==> src/hdl/dfr_pkg.sv <==
// Shared types, constants and the Modbus CRC16 byte update for the deframer.
// No dependencies.
package dfr_pkg;

  localparam logic [7:0] HDR_BYTE  = 8'h5B;
  localparam logic [7:0] TAIL_BYTE = 8'hA5;

  localparam logic [15:0] CRC_INIT = 16'hFFFF;
  localparam logic [15:0] CRC_POLY = 16'hA001;

  localparam logic [1:0] ST_OK      = 2'd0;
  localparam logic [1:0] ST_BADLEN  = 2'd1;
  localparam logic [1:0] ST_BADTAIL = 2'd2;
  localparam logic [1:0] ST_BADCRC  = 2'd3;

  localparam int TOTAL_W = 11;

  typedef struct packed {
    logic [7:0]         body_byte;
    logic               frame_end;
    logic [1:0]         frame_status;
    logic [TOTAL_W-1:0] frame_total;
  } res_t;

  function automatic logic [15:0] crc_feed(input logic [15:0] acc, input logic [7:0] b);
    logic [15:0] c;
    c = acc ^ {8'h00, b};
    for (int k = 0; k < 8; k++) begin
      if (c[0]) begin
        c = (c >> 1) ^ CRC_POLY;
      end else begin
        c = c >> 1;
      end
    end
    return c;
  endfunction

endpackage

==> src/hdl/dfr_in_reg.sv <==
// Input register for received bytes.
// Uses no package items.
module dfr_in_reg (
  input  logic       clk,
  input  logic       rst_n,
  input  logic       in_valid,
  output logic       in_ready,
  input  logic [7:0] in_rx_byte,
  input  logic       advance,
  output logic       vld_r,
  output logic [7:0] byte_r
);

  assign in_ready = !vld_r || advance;

  always_ff @(posedge clk) begin
    if (!rst_n) begin
      vld_r <= 1'b0;
    end else if (in_valid && in_ready) begin
      vld_r <= 1'b1;
    end else if (advance) begin
      vld_r <= 1'b0;
    end
  end

  always_ff @(posedge clk) begin
    if (in_valid && in_ready) begin
      byte_r <= in_rx_byte;
    end
  end

endmodule

==> src/hdl/dfr_parse.sv <==
// Frame parser: phase sequencer, length and offset tracking, CRC check.
// Depends on dfr_pkg.
module dfr_parse #(
  parameter int MAX_FRAME = 1024
) (
  input  logic          clk,
  input  logic          rst_n,
  input  logic          advance,
  input  logic [7:0]    byte_i,
  output logic          emit,
  output dfr_pkg::res_t res
);

  localparam int OFF_W = $clog2(MAX_FRAME);

  localparam logic [2:0] PH_HUNT1 = 3'd0;
  localparam logic [2:0] PH_HUNT2 = 3'd1;
  localparam logic [2:0] PH_LENLO = 3'd2;
  localparam logic [2:0] PH_LENHI = 3'd3;
  localparam logic [2:0] PH_BODY  = 3'd4;
  localparam logic [2:0] PH_CRCLO = 3'd5;
  localparam logic [2:0] PH_CRCHI = 3'd6;
  localparam logic [2:0] PH_TAIL  = 3'd7;

  logic [2:0]       phase_r, phase_nxt;
  logic [15:0]      len_r, len_nxt;
  logic [OFF_W-1:0] off_r, off_nxt;
  logic [15:0]      crc_r, crc_nxt;
  logic [15:0]      crc_rx_r, crc_rx_nxt;

  logic [15:0] crc_upd;
  logic [15:0] len_full;
  logic [16:0] len_ext, len_p2, len_p4, full_p4, off_p1;

  assign crc_upd  = dfr_pkg::crc_feed(crc_r, byte_i);
  assign len_full = {byte_i, len_r[7:0]};
  assign len_ext  = {1'b0, len_r};
  assign len_p2   = len_ext + 17'd2;
  assign len_p4   = len_ext + 17'd4;
  assign full_p4  = {1'b0, len_full} + 17'd4;
  assign off_p1   = 17'(off_r) + 17'd1;

  always_comb begin
    phase_nxt  = phase_r;
    len_nxt    = len_r;
    off_nxt    = off_r;
    crc_nxt    = crc_r;
    crc_rx_nxt = crc_rx_r;
    emit       = 1'b0;
    res        = '0;
    unique case (phase_r)
      PH_HUNT1: begin
        if (byte_i == dfr_pkg::HDR_BYTE) begin
          phase_nxt = PH_HUNT2;
        end
      end
      PH_HUNT2: begin
        if (byte_i == dfr_pkg::HDR_BYTE) begin
          phase_nxt = PH_LENLO;
          crc_nxt   = dfr_pkg::CRC_INIT;
          off_nxt   = OFF_W'(2);
        end else begin
          phase_nxt = PH_HUNT1;
        end
      end
      PH_LENLO: begin
        len_nxt   = {8'h00, byte_i};
        crc_nxt   = crc_upd;
        off_nxt   = OFF_W'(3);
        phase_nxt = PH_LENHI;
      end
      PH_LENHI: begin
        len_nxt = len_full;
        crc_nxt = crc_upd;
        off_nxt = OFF_W'(4);
        if (len_full < 16'd8 || full_p4 > 17'(MAX_FRAME)) begin
          emit             = 1'b1;
          res.frame_end    = 1'b1;
          res.frame_status = dfr_pkg::ST_BADLEN;
          res.frame_total  = dfr_pkg::TOTAL_W'(4);
          phase_nxt        = PH_HUNT1;
        end else begin
          phase_nxt = PH_BODY;
        end
      end
      PH_BODY: begin
        crc_nxt       = crc_upd;
        emit          = 1'b1;
        res.body_byte = byte_i;
        off_nxt       = off_p1[OFF_W-1:0];
        if (off_p1 >= len_ext) begin
          phase_nxt = PH_CRCLO;
        end
      end
      PH_CRCLO: begin
        crc_rx_nxt = {8'h00, byte_i};
        off_nxt    = off_p1[OFF_W-1:0];
        phase_nxt  = PH_CRCHI;
      end
      PH_CRCHI: begin
        crc_rx_nxt = {byte_i, crc_rx_r[7:0]};
        off_nxt    = off_p1[OFF_W-1:0];
        phase_nxt  = PH_TAIL;
      end
      PH_TAIL: begin
        if (byte_i != dfr_pkg::TAIL_BYTE) begin
          emit             = 1'b1;
          res.frame_end    = 1'b1;
          res.frame_status = dfr_pkg::ST_BADTAIL;
          res.frame_total  = off_p1[dfr_pkg::TOTAL_W-1:0];
          phase_nxt        = PH_HUNT1;
        end else if (17'(off_r) == len_p2) begin
          off_nxt = off_p1[OFF_W-1:0];
        end else begin
          emit             = 1'b1;
          res.frame_end    = 1'b1;
          res.frame_status = (crc_rx_r != crc_r) ? dfr_pkg::ST_BADCRC : dfr_pkg::ST_OK;
          res.frame_total  = len_p4[dfr_pkg::TOTAL_W-1:0];
          phase_nxt        = PH_HUNT1;
        end
      end
      default: begin
        phase_nxt = PH_HUNT1;
      end
    endcase
  end

  always_ff @(posedge clk) begin
    if (!rst_n) begin
      phase_r  <= PH_HUNT1;
      len_r    <= '0;
      off_r    <= '0;
      crc_r    <= dfr_pkg::CRC_INIT;
      crc_rx_r <= '0;
    end else if (advance) begin
      phase_r  <= phase_nxt;
      len_r    <= len_nxt;
      off_r    <= off_nxt;
      crc_r    <= crc_nxt;
      crc_rx_r <= crc_rx_nxt;
    end
  end

  a_close_rehunt: assert property (@(posedge clk) disable iff (!rst_n)
    (advance && emit && res.frame_end) |=> (phase_r == PH_HUNT1))
    else $error("closing item did not return to header hunt");

  a_body_in_range: assert property (@(posedge clk) disable iff (!rst_n)
    (phase_r == PH_BODY) |-> (17'(off_r) < len_ext && len_r >= 16'd8))
    else $error("body offset outside frame length");

  a_body_no_status: assert property (@(posedge clk) disable iff (!rst_n)
    (emit && (phase_r == PH_BODY)) |-> (!res.frame_end && res.frame_total == '0))
    else $error("body item carries closing fields");

endmodule

==> src/hdl/dfr_out_reg.sv <==
// Result register for body and closing items.
// Depends on dfr_pkg for the result type.
module dfr_out_reg (
  input  logic          clk,
  input  logic          rst_n,
  input  logic          advance,
  input  logic          emit,
  input  dfr_pkg::res_t res,
  input  logic          out_ready,
  output logic          out_valid,
  output dfr_pkg::res_t res_r
);

  always_ff @(posedge clk) begin
    if (!rst_n) begin
      out_valid <= 1'b0;
    end else if (advance) begin
      out_valid <= emit;
    end else if (out_ready) begin
      out_valid <= 1'b0;
    end
  end

  always_ff @(posedge clk) begin
    if (advance && emit) begin
      res_r <= res;
    end
  end

endmodule

==> src/hdl/response_frame_deframer_crc16.sv <==
// Top level of the response frame deframer with Modbus CRC16 check.
// Depends on dfr_pkg, dfr_in_reg, dfr_parse, dfr_out_reg.
//
//   channel | direction | handshake              | payload
//   in_     | input     | in_valid / in_ready    | in_rx_byte
//   out_    | output    | out_valid / out_ready  | out_body_byte, out_frame_end,
//           |           |                        | out_frame_status, out_frame_total
//
// One byte per cycle sustained unless the result register stalls; an accepted
// byte is held in the input register, then its result in the result register.
// Synchronous active-low reset returns the parser to header hunt.
// A stalled result register holds the parser and the input register; in_ready
// stays high while the input register can drain in the same cycle.
module response_frame_deframer_crc16 #(
  parameter int MAX_FRAME = 1024
) (
  input  logic        clk,
  input  logic        rst_n,
  input  logic        in_valid,
  output logic        in_ready,
  input  logic [7:0]  in_rx_byte,
  output logic        out_valid,
  input  logic        out_ready,
  output logic [7:0]  out_body_byte,
  output logic        out_frame_end,
  output logic [1:0]  out_frame_status,
  output logic [10:0] out_frame_total
);

  logic          vld_r;
  logic [7:0]    byte_r;
  logic          advance;
  logic          emit;
  dfr_pkg::res_t res;
  dfr_pkg::res_t res_r;

  assign advance = vld_r && (!out_valid || out_ready);

  dfr_in_reg u_in (
    .clk        (clk),
    .rst_n      (rst_n),
    .in_valid   (in_valid),
    .in_ready   (in_ready),
    .in_rx_byte (in_rx_byte),
    .advance    (advance),
    .vld_r      (vld_r),
    .byte_r     (byte_r)
  );

  dfr_parse #(
    .MAX_FRAME (MAX_FRAME)
  ) u_parse (
    .clk     (clk),
    .rst_n   (rst_n),
    .advance (advance),
    .byte_i  (byte_r),
    .emit    (emit),
    .res     (res)
  );

  dfr_out_reg u_out (
    .clk       (clk),
    .rst_n     (rst_n),
    .advance   (advance),
    .emit      (emit),
    .res       (res),
    .out_ready (out_ready),
    .out_valid (out_valid),
    .res_r     (res_r)
  );

  assign out_body_byte    = res_r.body_byte;
  assign out_frame_end    = res_r.frame_end;
  assign out_frame_status = res_r.frame_status;
  assign out_frame_total  = res_r.frame_total;

endmodule
==> config.mk <==
export PLATFORM = sky130hd
export DESIGN_NAME = response_frame_deframer_crc16
export DESIGN_NICKNAME = d
export VERILOG_FILES = /design/src/hdl/dfr_pkg.sv /design/src/hdl/dfr_in_reg.sv /design/src/hdl/dfr_parse.sv /design/src/hdl/dfr_out_reg.sv /design/src/hdl/response_frame_deframer_crc16.sv
export SDC_FILE = /design/constraint.sdc
export NUM_CORES = 1
export LEC_CHECK = 0
export ABC_AREA = 1
export BUFFER_PORTS_ARGS = -buffer_cell sky130_fd_sc_hd__buf_2
export CAP_MARGIN = 0
export CELL_PAD_IN_SITES_DETAIL_PLACEMENT = 0
export CELL_PAD_IN_SITES_GLOBAL_PLACEMENT = 1
export CORE_UTILIZATION = 45
export CTS_CLUSTER_SIZE = 16
export DETAILED_ROUTE_END_ITERATION = 16
export PLACE_DENSITY = 0.91
export SLEW_MARGIN = 15
export SYNTH_ARGS = -nofsm -noshare
export SYNTH_HDL_FRONTEND = slang
export SYNTH_SLANG_ARGS = --single-unit
==> constraint.sdc <==
create_clock -name clk -period 3.1 [get_ports clk]
set_input_delay 0.31 -clock clk [delete_from_list [all_inputs] [get_ports clk]]
set_output_delay 0.31 -clock clk [all_outputs]
set_load 0.02 [all_outputs]
After elaboration in Yosys (flattened, before gate mapping)
Index checks and enable logic that the tools add are counted.
{"block": "totals", "mem_bits_rw": 0, "mem_bits_ro": 0, "register_bits": 93, "output_inout_bits": 24, "word_cells": 109, "input_bits": 12, "memories": 0, "latch_bits": 0}
{"block": "classes", "n_eq_ne": 17, "n_mul": 0, "addsub": 4, "div": 0, "shifts": 0, "order_cmp": 3, "bitwise": 11, "muxes": 36, "n_reduce_logical": 24}
{"op": "two-way mux 16 bit", "count": 9}
{"op": "one-hot mux 16 bit (2 select lines)", "count": 3}
{"op": "one-hot mux 10 bit (5 select lines)", "count": 1}
{"op": "two-way mux 14 bit", "count": 3}
{"op": "two-way mux 10 bit", "count": 3}
{"op": "one-hot mux 14 bit (2 select lines)", "count": 1}
{"op": "inverter 2 -> 3 bit", "count": 8}
{"op": "one-hot mux 3 bit (8 select lines)", "count": 1}
{"op": "adder 16 x 2 -> 17 bit, second input constant", "count": 1}
{"op": "adder 16 x 3 -> 17 bit, second input constant", "count": 1}
{"op": "equality test 10 x 17 -> 1 bit", "count": 1}
{"op": "> comparator 17 x 11 -> 1 bit, second input constant", "count": 1}
{"op": "greater-or-equal comparator 11 x 16 -> 1 bit", "count": 1}
{"op": "< comparator 16 x 4 -> 1 bit, second input constant", "count": 1}
{"op": "inequality test 16 bit", "count": 1}
{"op": "XOR 16 x 8 -> 16 bit", "count": 1}
{"op": "two-way mux 3 bit", "count": 5}
{"op": "equality test 3 bit, second input constant", "count": 4}
{"op": "adder 10 x 1 -> 11 bit, second input constant", "count": 1}
{"op": "adder 11 x 3 -> 11 bit, second input constant", "count": 1}
{"op": "nonzero test 2 bit", "count": 5}
{"op": "AND reduction 3 bit", "count": 3}
{"op": "equality test 8 x 7 -> 1 bit, second input constant", "count": 1}
{"op": "inequality test 2 x 1 -> 1 bit, second input constant", "count": 4}
{"op": "other kinds (18)", "count": 34}

Longest topological paths before layout
{"block": "logic_depth", "ltp_word": 18, "ltp_mapped": 19, "depth_no_buf": 19}

Cells and area by module
A second synthesis with hierarchy kept.
{"block": "hier_totals", "cells_unflattened": 826, "area_unflattened_um2": 5838.1}
{"module": "dfr_parse", "area_each_um2": 4822.1, "cells_each": 779, "n_inst": 1}
{"module": "dfr_out_reg", "area_each_um2": 708.2, "cells_each": 29, "n_inst": 1}
{"module": "dfr_in_reg", "area_each_um2": 291.5, "cells_each": 15, "n_inst": 1}
{"module": "response_frame_deframer_crc16", "area_each_um2": 16.3, "cells_each": 3, "n_inst": 1}

Least setup slack after synthesis
Ideal clock, no wire load.
{"block": "synth_timing", "kind": "flip-flop to flip-flop", "start": "register u_parse.off_r[0]", "end": "register u_parse.phase_r[1]", "arrival_ns": 2.485, "stages_incl_launch_ff": 17, "slack_ns": 0.495, "cell_sequence": "dfxtp_1 > inv_1 > nor3_1 > nand3_1 > nor3_1 > nand3_1 > xor2_1 > ha_1 > nand2_1 > nor3_1 > nand3_1 > nand4_1 > nand2_1 > inv_1 > nand3_1 > o21ai_0 > a21oi_1"}
{"block": "synth_via", "elab_chain_len": 4}
{"item": "start, declared", "line_no": "dfr_parse.sv:27", "rtl": "logic [OFF_W-1:0] off_r, off_nxt;"}
{"item": "start signal, assigned", "line_no": "dfr_parse.sv:138", "rtl": "off_r <= off_nxt;"}
{"item": "adder 10 x 1 -> 11 bit", "line_no": "dfr_parse.sv:41", "rtl": "assign off_p1 = 17'(off_r) + 17'd1;"}
{"item": "greater-or-equal comparator 11 x 16 -> 1 bit", "line_no": "dfr_parse.sv:91", "rtl": "if (off_p1 >= len_ext) begin"}
{"item": "inequality test 2 x 1 -> 1 bit (no source line)"}
{"item": "AND reduction 4 bit (no source line) (*)"}
{"item": "end signal, assigned", "line_no": "dfr_parse.sv:136", "rtl": "phase_r <= phase_nxt;"}
{"item": "end, declared", "line_no": "dfr_parse.sv:25", "rtl": "logic [2:0] phase_r, phase_nxt;"}
Every way passes the cells marked *; elsewhere a longest branch is shown, timed or not.
A chain may end at the register's enable or synchronous reset.

Final worst setup path
Ends and elaborated chain as after synthesis.

==> results.sh <==
export IMPL_outcome="complete, no violations"
export IMPL_synthAdderAreaFrac_pct=3.41
export IMPL_irDropWorstVdd_uv=317
export IMPL_holdPathEnd="u_in.byte_r[4]$_DFFE_PP_"
export IMPL_synthXorXnorAreaFrac_pct=7.01
export IMPL_maxSlewViolCount=0
export IMPL_yosys_top_cells_count="nand2_1, inv_1, dfxtp_1, nand3_1, a21oi_1"
export IMPL_finalCritPeriodShare_pct=93.9
export IMPL_yosys_warnings=0
export IMPL_fmax_mhz=343
export IMPL_finalWeightedCongestion=0.899
export IMPL_synth_most_common_cell="nand2_1"
export IMPL_tightestPinTransition_ns=0.505
export IMPL_die_y_um=113
export IMPL_relSlewSlack_pct=66.1
export IMPL_synth_avg_cell_area_um2=7.46
export IMPL_clock_latency_ns=0.35
export IMPL_synth_area_um2=5500
export IMPL_r2r_slack_ns=0.19
export IMPL_n_fill_cell=1162
export IMPL_via_per_inst=5.57
export IMPL_cts_setup_buffers=0
export IMPL_drt_total_wl_mm=14.9
export IMPL_portBuffers=35
export IMPL_cp_arrival_ns=3.15
export IMPL_min_from="in_rx_byte[4]"
export IMPL_grt_pass1_wl_mm=24.3
export IMPL_drt_iter0_drc=442
export IMPL_endpoint_kind="register"
export IMPL_dp_hpwl_mm=11.3
export IMPL_die_w_um=113
export IMPL_period_minus_slack_ns=2.91
export IMPL_synth_compound_area_share_pct=12.3
export IMPL_nets=804
export IMPL_clockRootBuffer="clkbuf_16"
export IMPL_placed_area_um2=5880
export IMPL_reg2reg_to="u_parse.phase_r[1]$_SDFFE_PN0P_"
export IMPL_first_pass_iters=7
export IMPL_yosysTopAreaCell="dfxtp_1"
export IMPL_synthDistinctLibCells=41
export IMPL_synth_mux_area_share_pct=0
export IMPL_holdPathStages=1
export IMPL_required_ns=3.34
export IMPL_synth_top_family_by_area="simple AND/OR/NAND/NOR gates"
export IMPL_final_hold_violation_count=0
export IMPL_crit_type="register to register"
export IMPL_drc=0
export IMPL_synth_edff_count=30
export IMPL_leakage_nw=2.61
export IMPL_area_delta_synth_final_pct=12.6
export IMPL_syn_inst=737
export IMPL_antenna_cells=0
export IMPL_grt_max_degree=43
export IMPL_cp_max_fo=5
export IMPL_cts_max_level=3
export IMPL_power_density_nw_per_um2=392
export IMPL_routedWlPerCell_um=16.1
export IMPL_grt_setup_unrepaired="no"
export IMPL_first_global_vias=4935
export IMPL_skew_ns=0.00874
export IMPL_critPathLaunchType="register"
export IMPL_synth_nets=764
export IMPL_antenna_found_initial=0
export IMPL_ios=36
export IMPL_yosys_top_cells_area="dfxtp_1, edfxtp_1, nand2_1, inv_1, nand3_1"
export IMPL_core_rowCount=40
export IMPL_grt_usage_pct=24.9
export IMPL_totalPowerFinal_mw=2.43
export IMPL_fin_area_um2=6190
export IMPL_cts_tree="done"
export IMPL_holdWs_ns=0.130
export IMPL_setup_viol=0
export IMPL_design_die_area_um2=12700
export IMPL_synth_top_area_share_pct=22.9
export IMPL_hold_class="primary input to register"
export IMPL_synth_simple_area_share_pct=28.5
export IMPL_ys_seq_elements=93
export IMPL_start_util_pct=46.0
export IMPL_via_count=5175
export IMPL_core_um2=12000
export IMPL_numCtsBuffers=9
export IMPL_overflow=0
export IMPL_ant_nets=0
export IMPL_synth_flop_cell="dfxtp_1"
export IMPL_numClockSinks=93
export IMPL_drv_cap=0
export IMPL_drive_above_1_share_pct=13.6
export IMPL_r2r_start="u_parse.off_r[0]$_SDFFE_PN0P_"
export IMPL_clkTransAtPathRegs_ns=0.07
export IMPL_async_reset_ff_share_pct=0
export IMPL_cts_buffer_depth=2
export IMPL_r2r_cells=18
export IMPL_ys_seq_area_share_pct=39.3
timing repair:
item,CTS,global route
pin swaps,0,0
gates resized for setup,1,7
hold buffers,0,0
gates cloned,0,0
setup endpoints to repair,2,29
worst max-delay path by stage:
| stage | from | end | slack, ns | cells after the start |
|---|---|---|---|---|
| 2_1_floorplan | u_parse.off_r[0]$_SDFFE_PN0P_ | u_parse.phase_r[1]$_SDFFE_PN0P_ | 0.50 | 16 |
| 3_3_place_gp | u_parse.len_r[3]$_SDFFE_PN0P_ | u_out.res_r[10]$_DFFE_PP_ | 0.14 | 15 |
| 3_5_place_dp | u_parse.off_r[2]$_SDFFE_PN0P_ | u_parse.phase_r[0]$_SDFFE_PN0P_ | -0.02 | 16 |
| 4_1_cts | u_parse.off_r[2]$_SDFFE_PN0P_ | u_parse.phase_r[0]$_SDFFE_PN0P_ | 0.09 | 16 |
| 5_1_grt | u_parse.off_r[0]$_SDFFE_PN0P_ | u_parse.phase_r[1]$_SDFFE_PN0P_ | 0.003 | 18 |
| 6_report | u_parse.off_r[0]$_SDFFE_PN0P_ | u_parse.phase_r[1]$_SDFFE_PN0P_ | 0.19 | 18 |
area by class of cell:
cell class / count / area [um2] / share of cell area, %
multi-input cells: 520 / 2850 / 46.1
well taps: 147 / 184 / 2.97
clock buffers: 10 / 229 / 3.70
repair buffers: 57 / 353 / 5.70
inverters: 96 / 360 / 5.82
flip-flops and latches: 93 / 2160 / 35.0
clock inverters: 6 / 47.5 / 0.768
cells by family (layout without fill, tap and decap cells):
logic type | after synthesis | count (layout)
and+or+nand+nor | 345 | 345
adders and majority gates | 15 | 15
xor gates and xnor gates | 44 | 44
buffers and inverters | 124 | 169
AOI/OAI and AO/OA | 116 | 116
DFF | 93 | 93
cells in the final DEF, fill, tap and decap left out, drive strengths merged, types with 4 or more instances in the layout:
master	count
a211oi	12
a21oi	59
buf	57
clkbuf	10
clkinv	6
dfxtp	63
edfxtp	30
ha	15
inv	94
nand2	174
nand3	66
nand4	19
nor2	59
nor3	15
nor4	7
o211ai	4
o21ai	22
o22ai	11
or2	5
xnor2	23
xor2	21
worst max-delay path, cell delays in order (launching register included):
cell	delay (ns)
dfxtp_1	0.34
buf_4	0.13
ha_1	0.18
nand2_1	0.12
nor2_1	0.21
nand3_2	0.15
nor2_1	0.14
xor2_1	0.16
inv_1	0.09
ha_1	0.28
nand2_1	0.05
nor3_2	0.20
nand3_1	0.12
nand4_1	0.10
nand2_1	0.05
inv_1	0.07
nand3_1	0.15
o21ai_0	0.20
a21oi_1	0.06
registers in the layout, indices dropped and copies added, names as in the netlist:
register          count
u_out.res_r          22
u_parse.crc_r        16
u_parse.crc_rx_r     16
u_parse.len_r        16
u_parse.off_r        10
u_in.byte_r           8
u_parse.phase_r       3
u_in.vld_r            1
u_out.out_valid       1
report_power, final:
part           switching, mW  total, mW  leakage [nW]  internal [mW]
combinational         0.0708      0.106          1.68         0.0354
sequential            0.0152       1.27         0.804           1.26
clock                  0.494       1.05         0.129          0.551
stage by stage:
step                      setup slack, ns  utilization [%]  TNS, ns  std cells
after global placement              0.135             49.1        0        913
after global routing              0.00270             51.7        0        929
after floorplan                     0.495                -        0        737
after CTS                          0.0889             51.5        0        929
final                               0.189             51.7        0        929
after detailed placement          -0.0190             49.1  -0.0372        913
routing by layer:
metal / GRT usage (%) / vias to the layer above / share of wire, %
li1: - / 2526 / -
met1: 31.2 / 2444 / 43
met2: 42.5 / 167 / 48
met3: 3.73 / 38 / 5.6
met4: 11.2 / 0 / 2.7
met5: 0 / - / 0
No activity file was read; power rests on OpenSTA's default activity.
